===== config.mk =====
export PLATFORM = sky130hd
export DESIGN_NAME = dq_cell
export DESIGN_NICKNAME = d
export VERILOG_FILES = /design/src/rtl/dq_pkg.sv /design/src/rtl/dq_cell.sv
export SDC_FILE = /design/constraint.sdc
export NUM_CORES = 1
export LEC_CHECK = 0
export ABC_CLOCK_PERIOD_IN_PS = 5280
export CORE_AREA = 2 2 65 67
export DETAILED_ROUTE_END_ITERATION = 12
export DIE_AREA = 0 0 67 69
export DONT_BUFFER_PORTS = 1
export MAX_ROUTING_LAYER = met4
export SLEW_MARGIN = 10
export SYNTH_ARGS = -nofsm -noshare
export SYNTH_HDL_FRONTEND = slang
export SYNTH_SLANG_ARGS = --single-unit

===== constraint.sdc =====
create_clock -name aclk -period 5.28 [get_ports aclk]
set_input_delay 1.056 -clock aclk [delete_from_list [all_inputs] [get_ports aclk]]
set_output_delay 1.056 -clock aclk [all_outputs]
set_load 0.1 [all_outputs]

===== src/rtl/dq_pkg.sv =====
package dq_pkg;

    localparam int unsigned DefaultDepth = 128;
    localparam int unsigned WordWidth    = 32;
    localparam int unsigned OccWidth     = 8;

    typedef enum logic [2:0] {
        REQ_PUSH_BACK  = 3'd0,
        REQ_PUSH_FRONT = 3'd1,
        REQ_POP_FRONT  = 3'd2,
        REQ_POP_BACK   = 3'd3,
        REQ_PEEK_FRONT = 3'd4,
        REQ_PEEK_BACK  = 3'd5
    } req_t;

    typedef enum logic [1:0] {
        ST_OK    = 2'd0,
        ST_FULL  = 2'd1,
        ST_EMPTY = 2'd2
    } status_t;

    // the operation that every cell of the row applies
    typedef enum logic [2:0] {
        CELL_HOLD,
        CELL_SHIFT_UP,    // take left neighbor (push front)
        CELL_SHIFT_DOWN,  // take right neighbor (pop front)
        CELL_FILL_BACK,   // first empty cell loads the word
        CELL_DROP_BACK    // last occupied cell goes empty
    } cell_op_t;

    typedef struct packed {
        cell_op_t               op;
        logic [WordWidth-1:0]   word;
    } cell_ctrl_t;

endpackage


===== src/rtl/dq_cell.sv =====
module dq_cell (
    input  logic                            aclk,
    input  logic                            aresetn,
    input  dq_pkg::cell_ctrl_t              ctrl,
    input  logic [dq_pkg::WordWidth-1:0]    left_word,
    input  logic                            left_occ,
    input  logic [dq_pkg::WordWidth-1:0]    right_word,
    input  logic                            right_occ,
    output logic [dq_pkg::WordWidth-1:0]    word,
    output logic                            occ,
    output logic [dq_pkg::WordWidth-1:0]    back_word
);
    import dq_pkg::*;

    logic [WordWidth-1:0] word_reg, word_next;
    logic                 occ_reg, occ_next;

    always_comb begin
        word_next = word_reg;
        occ_next  = occ_reg;
        case (ctrl.op)
            CELL_SHIFT_UP: begin
                word_next = left_word;
                occ_next  = left_occ;
            end
            CELL_SHIFT_DOWN: begin
                word_next = right_word;
                occ_next  = right_occ;
            end
            CELL_FILL_BACK: begin
                if (!occ_reg && left_occ) begin
                    word_next = ctrl.word;
                    occ_next  = 1'b1;
                end
            end
            CELL_DROP_BACK: begin
                if (occ_reg && !right_occ) begin
                    occ_next = 1'b0;
                end
            end
            default: begin
                word_next = word_reg;
                occ_next  = occ_reg;
            end
        endcase
    end

    always_ff @(posedge aclk) begin
        word_reg <= word_next;
    end

    always_ff @(posedge aclk) begin
        if (!aresetn) begin
            occ_reg <= 1'b0;
        end else begin
            occ_reg <= occ_next;
        end
    end

    assign word      = word_reg;
    assign occ       = occ_reg;
    assign back_word = (occ_reg && !right_occ) ? word_reg : '0;

endmodule

==> results.md, run 1 <==
* Syn avg cell area at around 10 um^2
* Final Util at between 50% and 60%
* Pin count of the biggest net entering global routing at 66
* Design area at 2030 um^2
* Fillers at ~360
* FF+latch count, synth at 33
* Crit path launch type: register
* Vias per inst at 5.77
* Worst Hold End: occ
* Total gr overflow at 0
* Setup Skew at approximately 0.0022 ns
* RR Endpoint: word[6]
* Post-synth net total at just under 300
* Final period demand of the worst path at 4.00 ns
* HP Class: in2reg
* Maximum clock rate at approximately 250 MHz
* Worst R2R Path Depth at 2
* Layout area overhead at 4.65%
* Number of distinct library cells after synthesis at 17
* Fin Setup TNS at 0 ns
* N_diodes at 0
* Core area at just under 4000 um^2
* Pwr per Cell Area at approximately 360 nW/um^2
* Final hold viol count at 0
* Multi-input logic area at 896 um^2
* RSZ-0062 raised after global routing: no
* Leak at a little over 0.0008 uW
* Routed wl met3 at between 400 and 500 um
* First-pass GRT wire length at around 5900 um
* Port bufs at 0
* GR Util All Layers at roughly 18%
* Cell count after placement at roughly 220
* WS Path Type: reg2out
* Vias at approximately 1300
* Setup bufs post-CTS at 0
* DRT iter0 DRCs at 83
* Hold depth at 1
* GP Congestion at roughly 0.70
* Deepest clock path buffer count at 2
* Reg area at ~980 um^2
* Worst path required time at 4.22 ns
* Mapped Area at around 1900 um^2
* Final #Nets at roughly 280
* Post-synthesis sequential area ratio at just over 50%
* Root buf cell: clkbuf_8
* Share of cells above drive strength 1 at under 10%
* Worst Path Arrival at ~2.9 ns
* Initial Util at about 50%
* Worst-path clk slew at 0.06 ns
* Final setup viols at 0
* R2r setup slk at slightly above 3 ns
* Clock Latency Late Sink at 0.27 ns
* Initial antenna violation count at 0
* Drt wl/cell at between 15 and 20 um
* Htree depth at 2
* CTS tree: done
* Num CTS Buffers at 5
* Final Max Tran Viols at 0
* Largest register FFs at 32
* Post-synthesis instance total at around 190
* Final worst path period share at 75.7%
* Num rows at 23
* Vias in the first global route at around 1300
* Post-route total power at approximately 740 uW
* Max-cap violations at 0
* DRT Pass-1 Iters at 4
* Synthesis Warnings at 0
* ANT nets after route at 0
* Reg-to-reg startpoint: occ
* Status: finished, final reports clean
* Resize count post-CTS at 0
* Die width at around 67 um
* Top sig layer: met4
* Die area at about 4600 um^2
* DP Area at slightly below 2000 um^2
* Drt total wl at between 4000 and 5000 um
* Peak VDD IR at about 0.13 mV
* CP endpoint kind: output port
* CTS hold repair buffers at 0
* WL met1 at about 1500 um
* CTS Sinks at 33
* Die height at between 60 and 70 um
* WL met2 at slightly above 2000 um
* Worst-path maximum fanout at 32
* DRC viols at 0
* I/O pin count at ~170
* Measured slew at the worst slew-check pin at 1.05 ns
* HP Start: aresetn
* Final std cells w/o fill at 230
* Slew headroom at about 30%
worst max path at each step:
stage | from | endpoint | slack [ns]
floorplan | ctrl[32] | word[0] | 1.81
CTS | occ | back_word[17] | 1.25
detailed placement | occ | back_word[17] | 1.57
global route | occ | back_word[17] | 1.08
global placement | occ | back_word[17] | 1.61
finish | occ | back_word[17] | 1.28
Yosys cell counts:
cell type  number  area (um^2)
a211o_1         1         8.76
a31oi_1         1         6.26
and2_1         32          200
and2b_1         1         7.51
and4_1          1         8.76
buf_2           4         20.0
buf_4           4         30.0
buf_6           1         11.3
clkbuf_1        5         18.8
dfxtp_1         1         20.0
edfxtp_1       32          961
mux2i_1        32          320
nand2_1        32          120
nand2b_1        3         18.8
nand3b_1        2         15.0
o21ai_0        33          165
o21bai_1        1         7.51
final cells by class:
class,instances,share of cell area [%]
tap,50,3.08
sequential,33,48.3
multi-input combinational,139,44.1
clock buffer,8,4.44
report_power, final:
group	internal, uW	leakage (uW)	switching (uW)
clock network	106	0.0000455	81.9
registers	312	0.000315	129
logic	25.5	0.000455	81.3
total	444	0.000815	293
per-stage QoR:
step / hold slack (ns) / worst slack, ns
2_1_floorplan: 1.13 / 1.81
3_3_place_gp: 1.16 / 1.61
3_5_place_dp: 1.18 / 1.57
4_1_cts: 0.932 / 1.25
5_1_grt: 0.937 / 1.08
6_report: 0.947 / 1.28
worst max-delay path: stages (launching register included):
cell,delay (ns)
dfxtp_1,1.01
and2b_1,0.76
and2_1,0.89
cell families (layout without fill, tap and decap cells):
kind of cell | count (synthesis) | in the layout | synth area share, %
compound gates | 36 | 36 | 9.68
buf+inv | 14 | 8 | 4.13
flops | 33 | 33 | 50.6
mux | 32 | 32 | 16.5
simple gates | 71 | 71 | 19.1
cell usage in the layout (no fill, tap or decap), drive strengths merged:
cell type	n
o21ai	33
mux2i	32
nand2	32
and2	32
edfxtp	32
clkbuf	8
nand2b	3
nand3b	2
and2b	1
o21bai	1
a31oi	1
a211o	1
and4	1
dfxtp	1
per-layer routing:
metal,track usage (%),vias to the layer above
met5,-,-
met4,6.12,0
met3,6.85,7
met2,29.6,103
met1,18.4,579
li1,-,637
(Power assumes the default switching activity.)
==> run 2, diff against run 1 <==
--- a/config.mk
+++ b/config.mk
@@ -5,7 +5,7 @@
 export SDC_FILE = /design/constraint.sdc
 export NUM_CORES = 1
 export LEC_CHECK = 0
-export ABC_CLOCK_PERIOD_IN_PS = 5280
+export ABC_CLOCK_PERIOD_IN_PS = 3700
 export CORE_AREA = 2 2 65 67
 export DETAILED_ROUTE_END_ITERATION = 12
 export DIE_AREA = 0 0 67 69
==> constraint.sdc (replaced) <==
create_clock -name aclk -period 3.7 [get_ports aclk]
set_input_delay 0.74 -clock aclk [delete_from_list [all_inputs] [get_ports aclk]]
set_output_delay 0.74 -clock aclk [all_outputs]
set_load 0.1 [all_outputs]
==> run 2 against run 1 <==
  * Flip-flop and latch count unchanged
  * Clock power up 28%
  * Combinational power rose to 3.6 times the previous value
  * Non-clock buffer count up 65
  * Critical path depth up 2
  * Core utilization up 12 points
  * Routed wire length up 12%
  * Global-route usage up 2.7 points
  * Clock skew down 0.00066 ns
  * Highest routed layer unchanged
  * Largest cell class unchanged
  * Cell area up 23%
  * Critical endpoint is now back_word[7]
  * Power up 45%
==> results.md, run 2 (synthesized netlist as in run 1, its figures left out) <==
* R2r setup slk at 1.71 ns (-1.31 ns)
* DRC viols at 0 (unchanged)
* DP Area at 2430 um^2 (+25%)
* DRT Pass-1 Iters at 5 (+1)
* Share of cells above drive strength 1 at 29.5% (+25 points)
* ANT nets after route at 0 (unchanged)
* Worst Path Arrival at 2.11 ns (-0.83 ns)
* GR Util All Layers at 20.3% (+2.7 points)
* Setup bufs post-CTS at 0 (unchanged)
* Drt total wl at 4560 um (+12%)
* Largest register FFs at 32 (unchanged)
* Root buf cell: clkbuf_8
* Commonest non-fill, non-tap cell in the layout: buf_4
* Met2 Resource Use GR at 35.4% (+5.8 points)
* Delay-heaviest family, CP: simple AND/OR/NAND/NOR gates
* Fillers at 335 (-7.5%)
* Reg-to-reg startpoint: occ
* Final Max Tran Viols at 0 (unchanged)
* Crit path from: occ
* CP endpoint kind: output port
* Pwr per Cell Area at 428 nW/um^2 (+18%)
* Worst-path clk slew at 0.06 ns (about the same)
* Vias per inst at 5.35 (-7.1%)
* Crit path capture: back_word[7]
* Htree depth at 2 (unchanged)
* Die width at 67 um (unchanged)
* CTS hold repair buffers at 0 (unchanged)
* Measured slew at the worst slew-check pin at 1.03 ns (-0.0143 ns)
* Design area at 2500 um^2 (+23%)
* Worst-path maximum fanout at 32 (unchanged)
* Total gr overflow at 0 (unchanged)
* N_diodes at 0 (unchanged)
* Deepest clock path buffer count at 2 (unchanged)
* Resize count post-CTS at 0 (unchanged)
* CP cell instances: buf_4 -> and2b_1 -> and2_1 -> buf_4
* Final worst path period share at 77.1%
* CP peak stage delay at 0.69 ns (-0.32 ns)
* CP max stage cell: and2b_1
* Multi-input logic area at 896 um^2 (unchanged)
* Layout area overhead at 29.1%
* Vias in the first global route at 1601 (+26%)
* Pin count of the biggest net entering global routing at 66 (unchanged)
* Worst R2R Path Depth at 3 (+1)
* CP Depth at 4 (+2)
* Core area at 3910 um^2 (unchanged)
* Die area at 4620 um^2 (unchanged)
* WS Path Type: reg2out
* Vias at 1574 (+19%)
* HP Class: in2reg
* Worst path required time at 2.96 ns (-1.26 ns)
* Busiest grt layer: met2
* GP Congestion at 0.686 (-1.6%)
* Hold slack at 0.639 ns (-0.308 ns)
* RSZ-0062 raised after global routing: no
* Num CTS Buffers at 5 (unchanged)
* Maximum clock rate at 351 MHz
* Die height at 69 um (unchanged)
* Final #Nets at 347 (+23%)
* RR Endpoint: word[7]
* Initial Util at 49.6% (unchanged)
* Final setup viols at 0 (unchanged)
* Initial antenna violation count at 0 (unchanged)
* Reg area at 981 um^2 (unchanged)
* Num rows at 23 (unchanged)
* Crit path launch type: register
* DRT iter0 DRCs at 55 (-34%)
* GR Layer Usage met1 at 20.1% (+1.7 points)
* Fin Setup TNS at 0 ns (unchanged)
* Status: finished, final reports clean
* Max-cap violations at 0 (unchanged)
* CTS tree: done
* I/O pin count at 168 (unchanged)
* Leak at 0.00114 uW (+40%)
* Met3 GRT Util at 7.18% (+0.33 points)
* Drt wl/cell at 15.5 um (-12%)
* CTS Sinks at 33 (unchanged)
* CP bufs+invs at 2 (+2)
* Final period demand of the worst path at 2.85 ns
* Most frequent cells in the layout: 65 x buf_4, 33 x o21ai_0
* First-pass GRT wire length at 6860 um (+16%)
* Most used cell, CP: buf_4
* Final hold viol count at 0 (unchanged)
* Setup Skew at 0.00154 ns (-0.000663 ns)
* Peak VDD IR at 0.285 mV (+120%)
* Clock Latency Late Sink at 0.27 ns (about the same)
* Slew headroom at 31.3% (+1.0 points)
* Port bufs at 0 (unchanged)
run 2: worst min path at each step:
stage / cells past startpoint / slack, ns / startpoint / endpoint
after CTS: 1 / 0.63 / aresetn / occ
after floorplan: 1 / 0.91 / aresetn / occ
after global placement: 4 / 0.90 / occ / occ
after detailed placement: 4 / 0.92 / occ / occ
final: 1 / 0.64 / aresetn / occ
after global routing: 1 / 0.63 / aresetn / occ
run 2: worst reg2reg max path, stage by stage (launching register included):
cell	delay, ns
dfxtp_1	0.29
buf_4	0.23
nand2b_1	0.23
a31oi_4	0.85
run 2: report_power, final:
group | total (uW) | switching (uW) | internal, uW | leakage, uW
Clock | 240 | 114 | 126 | 0.0000387
Sequential | 450 | 6.74 | 444 | 0.000315
Combinational | 380 | 303 | 77.1 | 0.000787
Total | 1070 | 424 | 647 | 0.00114
run 2: final cells by class:
type                    instances  share of cell area (%)
repair buffers                 65                    19.5
multi-input cells             139                    35.8
flip-flops and latches         33                    39.2
clock buffers                   6                    2.90
well taps                      50                    2.50
clock inverters                 1                   0.150
run 2: routing by layer:
layer  share of wire (%)  up-vias
met3                  12        4
met2                  52      112
met1                  34      692
met5                   0        -
li1                    -      766
met4                 1.0        0
run 2: per-stage QoR:
stage / util (%) / worst slack (ns) / total power, uW / std cells
global placement: 62.0 / 1.04 / 835 / 287
finish: 64.0 / 0.848 / 1070 / 294
global route: 64.0 / 0.690 / 1110 / 294
CTS: 64.0 / 0.798 / 1080 / 294
detailed placement: 62.0 / 0.960 / 841 / 287
floorplan: - / 0.547 / 785 / 186
==> run 3, diff against run 2 <==
--- a/config.mk
+++ b/config.mk
@@ -5,12 +5,13 @@
 export SDC_FILE = /design/constraint.sdc
 export NUM_CORES = 1
 export LEC_CHECK = 0
-export ABC_CLOCK_PERIOD_IN_PS = 3700
-export CORE_AREA = 2 2 65 67
+export ABC_CLOCK_PERIOD_IN_PS = 2500
+export CORE_AREA = 2 2 64 66
 export DETAILED_ROUTE_END_ITERATION = 12
-export DIE_AREA = 0 0 67 69
+export DIE_AREA = 0 0 66 68
 export DONT_BUFFER_PORTS = 1
 export MAX_ROUTING_LAYER = met4
+export PLACE_DENSITY = 0.69
 export SLEW_MARGIN = 10
 export SYNTH_ARGS = -nofsm -noshare
 export SYNTH_HDL_FRONTEND = slang
==> constraint.sdc (replaced) <==
create_clock -name aclk -period 2.5 [get_ports aclk]
set_input_delay 0.5 -clock aclk [delete_from_list [all_inputs] [get_ports aclk]]
set_output_delay 0.5 -clock aclk [all_outputs]
set_load 0.1 [all_outputs]
==> run 3 against run 2 <==
  * Power grew 55%
  * Clock-buffer cell count is 2 higher
  * Routed wire length increased by 14%
  * Sequential power rose by 50%
  * Flip-flop and latch count is the same
  * Setup slack worse by 0.17 ns
  * First-iteration DRC count increased by 7.3%
  * Sequential share of layout area down 6.3 points
  * Critical path depth did not move
  * Register-to-register slack got worse by 0.75 ns
  * Combinational power grew 62%
  * Critical path type unchanged
  * Largest cell class unchanged
==> results.md, run 3 (synthesized netlist as in run 1, its figures left out) <==
* Status: finished, final reports clean
* First-pass GRT wire length at 7340 um (+7.0%)
* Worst-path clk slew at 0.06 ns (about the same)
* RSZ-0062 raised after global routing: no
* Initial antenna violation count at 0 (unchanged)
* Vias at 1667 (+5.9%)
* Pin count of the biggest net entering global routing at 37 (-44%)
* WS Path Type: reg2out
* Measured slew at the worst slew-check pin at 0.516 ns (-0.515 ns)
* Worst path required time at 2.00 ns (-0.96 ns)
* Final std cells w/o fill at 300 (+2.0%)
* Core area at 3860 um^2 (-1.5%)
* Drt wl/cell at 17.4 um (+12%)
* Resize count post-CTS at 0 (unchanged)
* Worst-path maximum fanout at 18 (-44%)
* N_diodes at 0 (unchanged)
* Leak at 0.00128 uW (+12%)
* Num CTS Buffers at 5 (unchanged)
* Worst R2R Path Depth at 4 (+1)
* Design area at 2980 um^2 (+19%)
* Initial Util at 50.3% (+0.74 points)
* Die area at 4490 um^2 (-2.9%)
* Final setup viols at 0 (unchanged)
* I/O pin count at 168 (unchanged)
* Die width at 66 um (-1.5%)
* Final Util at 77.4% (+13 points)
* Worst Path Arrival at 1.32 ns (-0.79 ns)
* Fin Setup TNS at 0 ns (unchanged)
* Final period demand of the worst path at 1.82 ns
* Sequential Power Share at 40.6% (-1.5 points)
* Deepest clock path buffer count at 2 (unchanged)
* Die height at 68 um (-1.4%)
* Clock Latency Late Sink at 0.28 ns (about the same)
* CTS Sinks at 33 (unchanged)
* Setup Skew at 0.00469 ns (+0.00316 ns)
* Final hold viol count at 0 (unchanged)
* Slew headroom at 65.6% (+34 points)
* Logic pwr share at 37.1% (+1.6 points)
* CTS hold repair buffers at 0 (unchanged)
* GP Congestion at 0.769 (+12%)
* Vias per inst at 5.56 (+3.8%)
* GR Util All Layers at 23.0% (+2.7 points)
* Share of cells above drive strength 1 at 43.2% (+14 points)
* HP Class: in2reg
* Cell count after placement at 292 (+1.7%)
* Internal at 1010 uW (+57%)
* Drt total wl at 5210 um (+14%)
* Maximum clock rate at 549 MHz
* Pwr per Cell Area at 556 nW/um^2 (+30%)
* DRC viols at 0 (unchanged)
* Largest register FFs at 32 (unchanged)
* Clock share of power at 22.3% (about the same)
* Peak VDD IR at 0.360 mV (+26%)
* Port bufs at 0 (unchanged)
* Root buf cell: clkbuf_8
* Vias in the first global route at 1522 (-4.9%)
* Setup bufs post-CTS at 0 (unchanged)
* Max-cap violations at 0 (unchanged)
* Post-route total power at 1660 uW (+55%)
* Switch share at 38.9% (-0.62 points)
* Htree depth at 2 (unchanged)
* CP endpoint kind: output port
* Commonest non-fill, non-tap cell in the layout: buf_4
* Final worst path period share at 72.8%
* Most frequent cells in the layout: 38 x buf_4, 33 x o21ai_0
* ANT nets after route at 0 (unchanged)
* Final #Nets at 352 (+1.4%)
* P_sw at 646 uW (+53%)
* Final Max Tran Viols at 0 (unchanged)
* Detailed Place HPWL at 4220 um
* Num rows at 23 (unchanged)
* Total gr overflow at 0 (unchanged)
* Crit path launch type: register
* DRT Pass-1 Iters at 4 (-1)
* CTS tree: done
* Hold depth at 1 (unchanged)
* Layout area overhead at 53.9%
* DRT iter0 DRCs at 59 (+7.3%)
* DP Area at 2900 um^2 (+20%)
==> run 3: area by class of cell <==
| type | instances | area, um^2 |
|---|---|---|
| multi-input combinational | 139 | 933 |
| sequential | 33 | 982 |
| fill | 245 | 872 |
| tap | 50 | 62.6 |
| clock buffer | 8 | 80.1 |
| timing repair buffer | 70 | 926 |
==> run 3: worst paths after layout <==
path	startpoint	end	slack, ns
setup / recovery	occ	back_word[30]	0.68
hold / removal	aresetn	occ	0.38
setup reg to reg	occ	word[29]	0.96
hold reg to reg	occ	occ	0.94
==> run 3: stage by stage <==
| stage | worst slack [ns] | hold slack (ns) |
|---|---|---|
| floorplan | 0.212 | 0.667 |
| global placement | 0.776 | 0.669 |
| detailed placement | 0.716 | 0.669 |
| CTS | 0.666 | 0.373 |
| global route | 0.622 | 0.384 |
| finish | 0.679 | 0.384 |
==> run 3: power groups by stage <==
stage / logic [uW] / clock network (uW) / registers, uW
floorplan: 229 / 0 / 937
global placement: 607 / 0 / 682
detailed placement: 619 / 0 / 686
CTS: 619 / 376 / 675
global route: 639 / 407 / 679
finish: 616 / 370 / 674
==> run 3: worst max-delay path, cell delays in order (launching register included) <==
cell and delay, ns:
dfxtp_2 0.32, and2b_1 0.15, buf_4 0.18, and2_2 0.23, buf_12 0.17
==> run 3: per-layer routing <==
layer | track usage (%) | wire length [um] | vias to the layer above | share of wire (%)
li1 | - | - | 779 | -
met2 | 42.3 | 2850 | 117 | 55
met3 | 4.77 | 431 | 12 | 8.3
met5 | - | 0 | - | 0
met4 | 7.65 | 85 | 0 | 1.6
met1 | 24.8 | 1840 | 759 | 35
